===== config.mk =====
export PLATFORM = sky130hd
export DESIGN_NAME = log_weight_softmax_normalizer_top
export DESIGN_NICKNAME = d
export VERILOG_FILES = /design/src/hw/rtl/lwsn_pkg.sv /design/src/hw/rtl/lwsn_ram.sv /design/src/hw/rtl/lwsn_exp.sv /design/src/hw/rtl/lwsn_ln.sv /design/src/hw/rtl/log_weight_softmax_normalizer_top.sv
export VERILOG_INCLUDE_DIRS = /design/src /design/src/hw/rtl
export SDC_FILE = /design/constraint.sdc
export NUM_CORES = 2
export LEC_CHECK = 0
export ABC_AREA = 1
export BUFFER_PORTS_ARGS = -buffer_cell sky130_fd_sc_hd__buf_2
export CAP_MARGIN = 20
export CORE_UTILIZATION = 50
export CTS_BUF_LIST = sky130_fd_sc_hd__clkbuf_8
export CTS_CLUSTER_DIAMETER = 100
export DETAILED_ROUTE_END_ITERATION = 8
export GPL_ROUTABILITY_DRIVEN = 0
export GPL_TIMING_DRIVEN = 0
export PLACE_DENSITY_LB_ADDON = 0.15
export SKIP_LAST_GASP = 1
export SLEW_MARGIN = 0
export SYNTH_ARGS = -nofsm -noshare
export SYNTH_HDL_FRONTEND = slang
export SYNTH_SLANG_ARGS = --single-unit

===== constraint.sdc =====
create_clock -name clock -period 11.1 [get_ports clock]
set_input_delay 2.22 -clock clock [delete_from_list [all_inputs] [get_ports clock]]
set_output_delay 2.22 -clock clock [all_outputs]
set_load 0.005 [all_outputs]

===== src/hw/rtl/log_weight_softmax_normalizer_top_defines.svh =====
// assertion macros for the log-weight softmax normaliser
`ifndef LOG_WEIGHT_SOFTMAX_NORMALIZER_TOP_DEFINES_SVH
`define LOG_WEIGHT_SOFTMAX_NORMALIZER_TOP_DEFINES_SVH

// checked outside reset
`define LWSN_CHECK(lbl, prop, msg) \
   lbl: assert property (@(posedge clock) disable iff (reset) prop) else $error(msg);

// checked at every edge, reset included
`define LWSN_CHECK_ALWAYS(lbl, prop, msg) \
   lbl: assert property (@(posedge clock) prop) else $error(msg);

`endif


===== src/hw/rtl/lwsn_pkg.sv =====
// types, constants and tables of the log-weight softmax normaliser
package lwsn_pkg;

   localparam int WEIGHT_W   = 24;
   localparam int PROB_W     = 17;
   localparam int DIFF_W     = 25;
   localparam int LSUM_W     = 16;
   localparam int SUM_W      = 24;
   localparam int FIFO_DEPTH = 8;
   localparam int FIFO_AW    = 3;
   localparam int FIFO_CW    = 4;

   typedef struct packed {
      logic signed [WEIGHT_W-1:0] log_weight;
      logic                       last_in;
   } req_word_type;

   typedef struct packed {
      logic [PROB_W-1:0] probability;
      logic              overflowed;
      logic              last_out;
   } rsp_word_type;

   typedef struct packed {
      logic              valid;
      logic [DIFF_W-1:0] m;
      logic              last;
   } exp_in_type;

   typedef struct packed {
      logic              valid;
      logic [PROB_W-1:0] value;
      logic              last;
   } exp_out_type;

   typedef enum logic [3:0] {
      ST_COLLECT = 4'b0001,
      ST_SUM     = 4'b0010,
      ST_LN      = 4'b0100,
      ST_EMIT    = 4'b1000
   } state_type;

   // 2^(-i/16) in q16
   function automatic logic [16:0] pow2_neg_entry(input logic [4:0] i);
      logic [16:0] v;
      unique case (i)
         5'd0:  v = 17'd65536;
         5'd1:  v = 17'd62757;
         5'd2:  v = 17'd60097;
         5'd3:  v = 17'd57549;
         5'd4:  v = 17'd55109;
         5'd5:  v = 17'd52773;
         5'd6:  v = 17'd50535;
         5'd7:  v = 17'd48393;
         5'd8:  v = 17'd46341;
         5'd9:  v = 17'd44376;
         5'd10: v = 17'd42495;
         5'd11: v = 17'd40693;
         5'd12: v = 17'd38968;
         5'd13: v = 17'd37316;
         5'd14: v = 17'd35734;
         5'd15: v = 17'd34219;
         5'd16: v = 17'd32768;
         default: v = 17'd0;
      endcase
      return v;
   endfunction

   // log2(1 + i/16) in q16
   function automatic logic [16:0] log2_entry(input logic [4:0] i);
      logic [16:0] v;
      unique case (i)
         5'd0:  v = 17'd0;
         5'd1:  v = 17'd5732;
         5'd2:  v = 17'd11136;
         5'd3:  v = 17'd16248;
         5'd4:  v = 17'd21098;
         5'd5:  v = 17'd25711;
         5'd6:  v = 17'd30109;
         5'd7:  v = 17'd34312;
         5'd8:  v = 17'd38336;
         5'd9:  v = 17'd42196;
         5'd10: v = 17'd45904;
         5'd11: v = 17'd49472;
         5'd12: v = 17'd52911;
         5'd13: v = 17'd56229;
         5'd14: v = 17'd59434;
         5'd15: v = 17'd62534;
         5'd16: v = 17'd65536;
         default: v = 17'd0;
      endcase
      return v;
   endfunction

endpackage


===== src/hw/rtl/lwsn_ram.sv =====
// generic single-write, single-read ram with registered read
module lwsn_ram #(
   parameter int WIDTH = 24,
   parameter int DEPTH = 64,
   localparam int AW = (DEPTH > 1) ? $clog2(DEPTH) : 1
) (
   input  logic                   clock,
   input  logic                   wr_en,
   input  logic [AW-1:0]          wr_addr,
   input  logic [WIDTH-1:0]       wr_data,
   input  logic                   rd_en,
   input  logic [AW-1:0]          rd_addr,
   output logic [WIDTH-1:0]       rd_data
);
   logic [WIDTH-1:0] mem_ff [DEPTH];
   logic [WIDTH-1:0] rd_data_ff;

   always_ff @(posedge clock) begin
      if (wr_en) begin
         mem_ff[wr_addr] <= wr_data;
      end
      if (rd_en) begin
         rd_data_ff <= mem_ff[rd_addr];
      end
   end

   assign rd_data = rd_data_ff;
endmodule


===== src/hw/rtl/lwsn_exp.sv =====
// three-stage pipelined exp(-m) unit, q12 in, q16 out
module lwsn_exp (
   input  logic                clock,
   input  logic                reset,
   input  lwsn_pkg::exp_in_type  exp_in,
   output lwsn_pkg::exp_out_type exp_out
);
   logic [41:0] t_full;
   logic [29:0] t;

   logic        s1_v_ff;
   logic        s1_zero_ff;
   logic [4:0]  s1_k_ff;
   logic [15:0] s1_f_ff;
   logic        s1_last_ff;

   logic [16:0] tab_a;
   logic [16:0] tab_b;
   logic [16:0] tab_diff;

   logic        s2_v_ff;
   logic        s2_zero_ff;
   logic [4:0]  s2_k_ff;
   logic [16:0] s2_a_ff;
   logic [23:0] s2_prod_ff;
   logic        s2_last_ff;

   logic [24:0] interp;
   logic [16:0] r;
   logic [17:0] rnd;

   logic        out_v_ff;
   logic [16:0] out_value_ff;
   logic        out_last_ff;

   assign t_full   = 42'(exp_in.m) * 42'd94548 + 42'd2048;
   assign t        = t_full[41:12];
   assign tab_a    = lwsn_pkg::pow2_neg_entry({1'b0, s1_f_ff[15:12]});
   assign tab_b    = lwsn_pkg::pow2_neg_entry(5'({1'b0, s1_f_ff[15:12]}) + 5'd1);
   assign tab_diff = tab_a - tab_b;
   assign interp   = (25'(s2_prod_ff) + 25'd2048) >> 12;
   assign r        = s2_a_ff - interp[16:0];
   assign rnd      = 18'(r) + ((18'd1 << s2_k_ff) >> 1);

   always_ff @(posedge clock) begin
      if (reset) begin
         s1_v_ff  <= 1'b0;
         s2_v_ff  <= 1'b0;
         out_v_ff <= 1'b0;
      end else begin
         s1_v_ff  <= exp_in.valid;
         s2_v_ff  <= s1_v_ff;
         out_v_ff <= s2_v_ff;
      end
      s1_zero_ff   <= t[29:16] >= 14'd17;
      s1_k_ff      <= t[20:16];
      s1_f_ff      <= t[15:0];
      s1_last_ff   <= exp_in.last;
      s2_zero_ff   <= s1_zero_ff;
      s2_k_ff      <= s1_k_ff;
      s2_a_ff      <= tab_a;
      s2_prod_ff   <= tab_diff[11:0] * s1_f_ff[11:0];
      s2_last_ff   <= s1_last_ff;
      out_value_ff <= s2_zero_ff ? 17'd0 : 17'(rnd >> s2_k_ff);
      out_last_ff  <= s2_last_ff;
   end

   assign exp_out.valid = out_v_ff;
   assign exp_out.value = out_value_ff;
   assign exp_out.last  = out_last_ff;
endmodule


===== src/hw/rtl/lwsn_ln.sv =====
// four-stage natural log unit, q16 in, q12 out
module lwsn_ln (
   input  logic        clock,
   input  logic        reset,
   input  logic        start,
   input  logic [23:0] sum,
   output logic        done,
   output logic [15:0] lsum
);
   logic [2:0]  pos;
   logic [23:0] norm;

   logic        v1_ff, v2_ff, v3_ff, v4_ff;
   logic        small1_ff, small2_ff, small3_ff;
   logic [2:0]  pos1_ff, pos2_ff;
   logic [15:0] g_ff;

   logic [16:0] tab_a;
   logic [16:0] tab_b;
   logic [16:0] tab_diff;
   logic [16:0] a_ff;
   logic [24:0] prod_ff;

   logic [25:0] interp;
   logic [19:0] l2_ff;
   logic [35:0] ln_full;
   logic [15:0] lsum_ff;

   always_comb begin
      pos = 3'd0;
      for (int i = 0; i < 8; i++) begin
         if (sum[16+i]) begin
            pos = 3'(i);
         end
      end
   end

   assign norm     = sum << (3'd7 - pos);
   assign tab_a    = lwsn_pkg::log2_entry({1'b0, g_ff[15:12]});
   assign tab_b    = lwsn_pkg::log2_entry(5'({1'b0, g_ff[15:12]}) + 5'd1);
   assign tab_diff = tab_b - tab_a;
   assign interp   = (26'(prod_ff) + 26'd2048) >> 12;
   assign ln_full  = 36'(l2_ff) * 36'd45426 + 36'd524288;

   always_ff @(posedge clock) begin
      if (reset) begin
         v1_ff <= 1'b0;
         v2_ff <= 1'b0;
         v3_ff <= 1'b0;
         v4_ff <= 1'b0;
      end else begin
         v1_ff <= start;
         v2_ff <= v1_ff;
         v3_ff <= v2_ff;
         v4_ff <= v3_ff;
      end
      small1_ff <= sum[23:16] == 8'd0;
      pos1_ff   <= pos;
      g_ff      <= norm[22:7];
      small2_ff <= small1_ff;
      pos2_ff   <= pos1_ff;
      a_ff      <= tab_a;
      prod_ff   <= tab_diff[12:0] * g_ff[11:0];
      small3_ff <= small2_ff;
      l2_ff     <= (20'(pos2_ff) << 16) + 20'(a_ff) + 20'(interp);
      lsum_ff   <= small3_ff ? 16'd0 : ln_full[35:20];
   end

   assign done = v4_ff;
   assign lsum = lsum_ff;
endmodule


===== src/hw/rtl/log_weight_softmax_normalizer_top.sv =====
// log-weight softmax normaliser: collection, sum, log and emit sequencer
//
// req channel: one log weight a word (signed q11.12), last_in closes the vector.
// rsp channel: one probability a word (unsigned q1.16) for each stored element,
// in arrival order, last_out on the final one, overflowed if elements were dropped.
// words beyond MAX_LEN are dropped; a dropped word with last_in still closes it.
// a valid word is taken whenever req_stall is low. after the closing word req_stall
// rises while the ram is read twice: once for the exp sum through the exp pipeline,
// then the log unit takes the log of the sum, then once more for the emit pass
// through the exp pipeline; both passes are bounded by the single ram read port.
// a stalled rsp word holds; up to 8 results queue in a register fifo and the ram
// read pass pauses while the fifo and the results in flight would fill it. reset
// clears all control state; the weight store needs no clearing and req is accepted
// at once.
`include "log_weight_softmax_normalizer_top_defines.svh"
module log_weight_softmax_normalizer_top #(
   parameter int MAX_LEN = 64
) (
   input  logic                    clock,
   input  logic                    reset,
   input  logic                    req_valid,
   output logic                    req_stall,
   input  lwsn_pkg::req_word_type  req_word,
   output logic                    rsp_valid,
   input  logic                    rsp_stall,
   output lwsn_pkg::rsp_word_type  rsp_word
);
   localparam int CW = $clog2(MAX_LEN + 1);
   localparam int AW = (MAX_LEN > 1) ? $clog2(MAX_LEN) : 1;

   lwsn_pkg::state_type state_ff, state_in;
   logic [CW-1:0]           count_ff, count_in;
   logic signed [23:0]      max_ff, max_in;
   logic                    drop_ff, drop_in;
   logic [23:0]             sum_ff, sum_in;
   logic [15:0]             lsum_ff, lsum_in;
   logic [CW-1:0]           rd_idx_ff, rd_idx_in;
   logic [CW-1:0]           done_cnt_ff, done_cnt_in;
   logic                    rd_v_ff;
   logic                    rd_last_ff;
   logic [lwsn_pkg::FIFO_CW-1:0] inflight_ff, inflight_in;
   logic [lwsn_pkg::FIFO_CW-1:0] fifo_cnt_ff, fifo_cnt_in;
   logic [lwsn_pkg::FIFO_AW-1:0] wr_ptr_ff, wr_ptr_in;
   logic [lwsn_pkg::FIFO_AW-1:0] rd_ptr_ff, rd_ptr_in;
   logic [16:0]             fifo_prob_ff [lwsn_pkg::FIFO_DEPTH];
   logic                    fifo_last_ff [lwsn_pkg::FIFO_DEPTH];

   logic                    accept;
   logic                    store;
   logic                    credit;
   logic                    issue;
   logic                    push;
   logic                    pop;
   logic                    ln_start;
   logic                    ln_done;
   logic [15:0]             ln_lsum;
   logic [23:0]             rd_data;
   logic signed [24:0]      diff;
   lwsn_pkg::exp_in_type    exp_in;
   lwsn_pkg::exp_out_type   exp_out;

   assign req_stall = state_ff != lwsn_pkg::ST_COLLECT;
   assign accept    = req_valid && !req_stall;
   assign store     = accept && (count_ff < CW'(MAX_LEN));
   assign credit    = (5'(fifo_cnt_ff) + 5'(inflight_ff)) < 5'(lwsn_pkg::FIFO_DEPTH);
   assign issue     = (rd_idx_ff < count_ff) && ((state_ff == lwsn_pkg::ST_SUM) ||
                      ((state_ff == lwsn_pkg::ST_EMIT) && credit));
   assign ln_start  = (state_ff == lwsn_pkg::ST_SUM) && (done_cnt_ff == count_ff);
   assign push      = exp_out.valid && (state_ff == lwsn_pkg::ST_EMIT);
   assign rsp_valid = fifo_cnt_ff != '0;
   assign pop       = rsp_valid && !rsp_stall;

   lwsn_ram #(
      .WIDTH (lwsn_pkg::WEIGHT_W),
      .DEPTH (MAX_LEN)
   ) u_store (
      .clock   (clock),
      .wr_en   (store),
      .wr_addr (count_ff[AW-1:0]),
      .wr_data (req_word.log_weight),
      .rd_en   (issue),
      .rd_addr (rd_idx_ff[AW-1:0]),
      .rd_data (rd_data)
   );

   assign diff         = {max_ff[23], max_ff} - {rd_data[23], rd_data};
   assign exp_in.valid = rd_v_ff;
   assign exp_in.m     = $unsigned(diff) +
                         ((state_ff == lwsn_pkg::ST_EMIT) ? 25'(lsum_ff) : 25'd0);
   assign exp_in.last  = rd_last_ff;

   lwsn_exp u_exp (
      .clock   (clock),
      .reset   (reset),
      .exp_in  (exp_in),
      .exp_out (exp_out)
   );

   lwsn_ln u_ln (
      .clock (clock),
      .reset (reset),
      .start (ln_start),
      .sum   (sum_ff),
      .done  (ln_done),
      .lsum  (ln_lsum)
   );

   always_comb begin
      state_in    = state_ff;
      count_in    = count_ff;
      max_in      = max_ff;
      drop_in     = drop_ff;
      sum_in      = sum_ff;
      lsum_in     = lsum_ff;
      rd_idx_in   = issue ? rd_idx_ff + CW'(1) : rd_idx_ff;
      done_cnt_in = done_cnt_ff;
      inflight_in = inflight_ff;
      unique case (state_ff)
         lwsn_pkg::ST_COLLECT: begin
            if (store) begin
               count_in = count_ff + CW'(1);
               if (req_word.log_weight > max_ff) begin
                  max_in = req_word.log_weight;
               end
            end else if (accept) begin
               drop_in = 1'b1;
            end
            if (accept && req_word.last_in) begin
               state_in    = lwsn_pkg::ST_SUM;
               rd_idx_in   = '0;
               done_cnt_in = '0;
               sum_in      = '0;
            end
         end
         lwsn_pkg::ST_SUM: begin
            if (exp_out.valid) begin
               sum_in      = sum_ff + 24'(exp_out.value);
               done_cnt_in = done_cnt_ff + CW'(1);
            end
            if (ln_start) begin
               state_in  = lwsn_pkg::ST_LN;
               rd_idx_in = '0;
            end
         end
         lwsn_pkg::ST_LN: begin
            if (ln_done) begin
               lsum_in  = ln_lsum;
               state_in = lwsn_pkg::ST_EMIT;
            end
         end
         lwsn_pkg::ST_EMIT: begin
            inflight_in = inflight_ff + (issue ? 4'd1 : 4'd0) - (push ? 4'd1 : 4'd0);
            if (pop && fifo_last_ff[rd_ptr_ff]) begin
               state_in = lwsn_pkg::ST_COLLECT;
               count_in = '0;
               max_in   = 24'sh800000;
               drop_in  = 1'b0;
               rd_idx_in = '0;
            end
         end
         default: state_in = lwsn_pkg::ST_COLLECT;
      endcase
      wr_ptr_in   = push ? wr_ptr_ff + 3'd1 : wr_ptr_ff;
      rd_ptr_in   = pop ? rd_ptr_ff + 3'd1 : rd_ptr_ff;
      fifo_cnt_in = fifo_cnt_ff + (push ? 4'd1 : 4'd0) - (pop ? 4'd1 : 4'd0);
   end

   always_ff @(posedge clock) begin
      if (reset) begin
         state_ff    <= lwsn_pkg::ST_COLLECT;
         count_ff    <= '0;
         max_ff      <= 24'sh800000;
         drop_ff     <= 1'b0;
         sum_ff      <= '0;
         lsum_ff     <= '0;
         rd_idx_ff   <= '0;
         done_cnt_ff <= '0;
         rd_v_ff     <= 1'b0;
         inflight_ff <= '0;
         fifo_cnt_ff <= '0;
         wr_ptr_ff   <= '0;
         rd_ptr_ff   <= '0;
      end else begin
         state_ff    <= state_in;
         count_ff    <= count_in;
         max_ff      <= max_in;
         drop_ff     <= drop_in;
         sum_ff      <= sum_in;
         lsum_ff     <= lsum_in;
         rd_idx_ff   <= rd_idx_in;
         done_cnt_ff <= done_cnt_in;
         rd_v_ff     <= issue;
         inflight_ff <= inflight_in;
         fifo_cnt_ff <= fifo_cnt_in;
         wr_ptr_ff   <= wr_ptr_in;
         rd_ptr_ff   <= rd_ptr_in;
      end
      rd_last_ff <= rd_idx_ff == (count_ff - CW'(1));
      if (push) begin
         fifo_prob_ff[wr_ptr_ff] <= exp_out.value;
         fifo_last_ff[wr_ptr_ff] <= exp_out.last;
      end
   end

   assign rsp_word.probability = fifo_prob_ff[rd_ptr_ff];
   assign rsp_word.overflowed  = drop_ff;
   assign rsp_word.last_out    = fifo_last_ff[rd_ptr_ff];

   `LWSN_CHECK(a_fifo_room, (5'(fifo_cnt_ff) + 5'(inflight_ff)) <= 5'(lwsn_pkg::FIFO_DEPTH), "result fifo overrun")
   `LWSN_CHECK(a_rsp_in_emit, rsp_valid |-> (state_ff == lwsn_pkg::ST_EMIT), "result outside emit pass")
   `LWSN_CHECK(a_count_bound, count_ff <= CW'(MAX_LEN), "element count past capacity")
   `LWSN_CHECK(a_close_to_sum, (accept && req_word.last_in) |=> (state_ff == lwsn_pkg::ST_SUM), "closing word did not start sum")
endmodule


==> metrics.csv <==
metric;value;unit
HP Class;flop to flop;
Syn Nets;11400;
Overall Global Routing Usage;32.0;%
CP arrival;11.15;ns
max cap viols;0;
DRT met1 WL;131000;um
R2R cell count;45;
CTS H-tree depth;5;
Critical Path RT;11.95;ns
DR vias/cell;5.94;
synth cell count leaders;edfxtp_1, nor2_1, nand2_1, inv_1, o21ai_0;
Synth cell types;65;
WL met3;38900;um
slowest stage delay, CP;0.55;ns
Pre-Repair DR Iteration Count;9;
number of global-route vias before repair;80700;
HP Start;u_ln.tab_a[13];
most frequent CP cell;nand2_1;
Final Hold Violating Endpoints;0;
Non-Filler Instances;13900;
Post-Syn Area;109000;sq um
Max-slew headroom;12.8;%
die width;468;um
CTS tree;yes;
starting density of the core;50.5;%
initial antenna violation count;17;
area growth from synthesis to final layout;11.5;%
crit-path max FO;10;
CTS Hold Bufs;0;
unrepaired setup endpoints after global routing;false;
Seq/Total Area, Yosys;52.9;%
Final Max Slew Viols;0;
clk slew on worst S/H paths;0.06;ns
top_reg_cell synth;edfxtp_1;
area share of the largest cell type after synthesis;47.1;%
Final min period;10.30;ns
Worst Tran Pin Value;1.31;ns
CTS Buf Count;344;
Crit-path slowest cell;fa_1;
overall routed net length;354000;um
worst clock skew;0.122;ns
average size of a mapped cell;10.5;sq um
Cell Area, Placed;115000;sq um
WS Path Type;flop to flop;
Placed Instances;13300;
Crit. End Element;flop;
FMAX;97.1;MHz
most common cell in the netlist;edfxtp_1;
fin crit share;92.8;%
clk sinks;2022;
final layout net count;11900;
design area;121000;sq um
Post-Syn Instances;10300;
post_cts resized;0;
DRC violations left;0;
DR WL/cell;25.5;um
max layer used;met5;
count of flip-flops with a built-in enable after synthesis;1704;
Met2 Wirelength;159000;um
setup bufs post-CTS;0;
Worst setup SP type;flop;
Async SR Flop Fraction;0;%
first-pass GRT wire length;516000;um
setup_tns;0;ns
number of port buffers;48;
CTS Root Cell;clkbuf_8;
Reg-to-Reg Start;state_ff[0];
# setup viols final;0;
die height;468;um
WHS Endpoint;u_ln.a_ff[13];
Clk Latency, worst-skew pair;1.08;ns
outcome;finished clean;
Total Die Area;219000;sq um
Yosys Warn Count;0;
Fin Hold WS;0.323;ns
Clock Path Buffers;4;
grt total ovfl;0;
Synth area leader;edfxtp_1;
num ports;50;
initial DRC count;10400;
Hold Path Stages;0;
Vias;82500;
share of layout cells above drive strength 1;7.10;%
pin count of the biggest net entering global routing;67;
setup slack, reg-to-reg;0.80;ns
core area;215000;sq um
dpl hpwl;257000;um
FP Rows;170;
top post-synthesis cells by area;edfxtp_1, fa_1, ha_1;
Worst R2R End;u_exp.tab_a[8];
Antenna Nets Post-Route;0;
synthesis-stage register bit count;2022;
==> area by class of cell <==
| class | instances | area [sq um] |
|---|---|---|
| Clock inverter | 205 | 1110 |
| Timing Repair Buffer | 156 | 2310 |
| Inverter | 1238 | 4650 |
| Sequential cell | 2022 | 57500 |
| Clock buffer | 359 | 4940 |
| Buffer | 412 | 1610 |
| Multi-Input combinational cell | 6639 | 45500 |
| Tap cell | 2838 | 3550 |
| Antenna cell | 14 | 35.0 |
| Fill cell | 18600 | 94000 |
==> worst max-delay path by stage <==
stage	slack, ns	to	start	depth (start not counted)
2_1_floorplan	2.27	u_exp.tab_a[8]	state_ff[0]	44
3_3_place_gp	0.37	u_exp.tab_a[5]	state_ff[0]	45
3_5_place_dp	0.25	u_exp.tab_a[5]	state_ff[0]	45
4_1_cts	0.13	u_exp.tab_a[5]	state_ff[0]	45
5_1_grt	0.002	u_exp.tab_a[5]	state_ff[0]	43
6_report	0.80	u_exp.tab_a[8]	state_ff[0]	45
==> metal layers <==
metal / vias to the layer above / track usage (%)
met5: - / 0
li1: 36600 / -
met3: 1075 / 7.74
met4: 14 / 19.4
met2: 4792 / 50.4
met1: 40000 / 40.0
==> worst max-delay path, delay by kind of cell (launching register included) <==
family / cells / cell delay, ns
DFF: 1 / 0.32
xor gates and xnor gates: 2 / 0.68
AOI/OAI and AO/OA: 8 / 1.69
and+or+nand+nor: 15 / 2.19
adders and majority gates: 10 / 4.10
buffers and inverters: 10 / 1.11
==> kinds of logic (layout without fill, tap and decap cells) <==
family / count (synthesis) / after routing / synth area share (%)
simple gates: 3513 / 3513 / 13.2
other cells: 0 / 14 / 0
mux: 150 / 150 / 1.38
flops: 2022 / 2022 / 52.9
xor+xnor: 170 / 170 / 1.41
compound gates: 1737 / 1737 / 9.95
fa+ha+maj: 1069 / 1069 / 15.4
buf+inv: 1650 / 2370 / 5.76
==> flip-flops by register name, summed over array words and instances (netlist names), 5 cells and up, named ones only <==
name,flops
u_store.mem_ff,1536
u_ln.g_ff,16
u_ln.prod_ff,14
u_store.rd_data,24
u_ln.tab_a,16
max_ff,24
count_ff,7
u_exp.out_value_ff,17
u_ln.l2_ff,20
u_exp.s2_prod_ff,13
u_exp.tab_a,17
sum_ff,24
u_ln.lsum,16
u_ln.a_ff,16
u_exp.s1_k_ff,5
lsum_ff,16
fifo_prob_ff,136
fifo_last_ff,8
rd_idx_ff,7
u_exp.s2_k_ff,5
u_exp.s1_f_ff,16
u_exp.s2_a_ff,17
done_cnt_ff,7
==> stage by stage <==
stage               util [%]  setup slack, ns
floorplan                  -             2.27
global placement        52.3            0.373
detailed placement      53.4            0.245
CTS                     56.2            0.132
global route            56.3          0.00249
finish                  56.3            0.796
==> cells in the final DEF, fill, tap and decap left out, drive strengths merged, types with 64 or more instances in the layout <==
| cell | instances |
|---|---|
| edfxtp | 1704 |
| inv | 1315 |
| xor2 | 112 |
| nor2 | 1517 |
| o211ai | 64 |
| o32ai | 235 |
| nand3 | 365 |
| clkbuf | 723 |
| mux2i | 150 |
| a21oi | 380 |
| nand4 | 81 |
| clkinv | 111 |
| a31oi | 72 |
| ha | 618 |
| o221ai | 154 |
| dfxtp | 318 |
| o21ai | 698 |
| buf | 204 |
| nand2 | 1422 |
| fa | 451 |
Power is left out: the tool's default activity adds up to more than one toggle a clock period on the data nets, which glitch-free logic cannot reach.
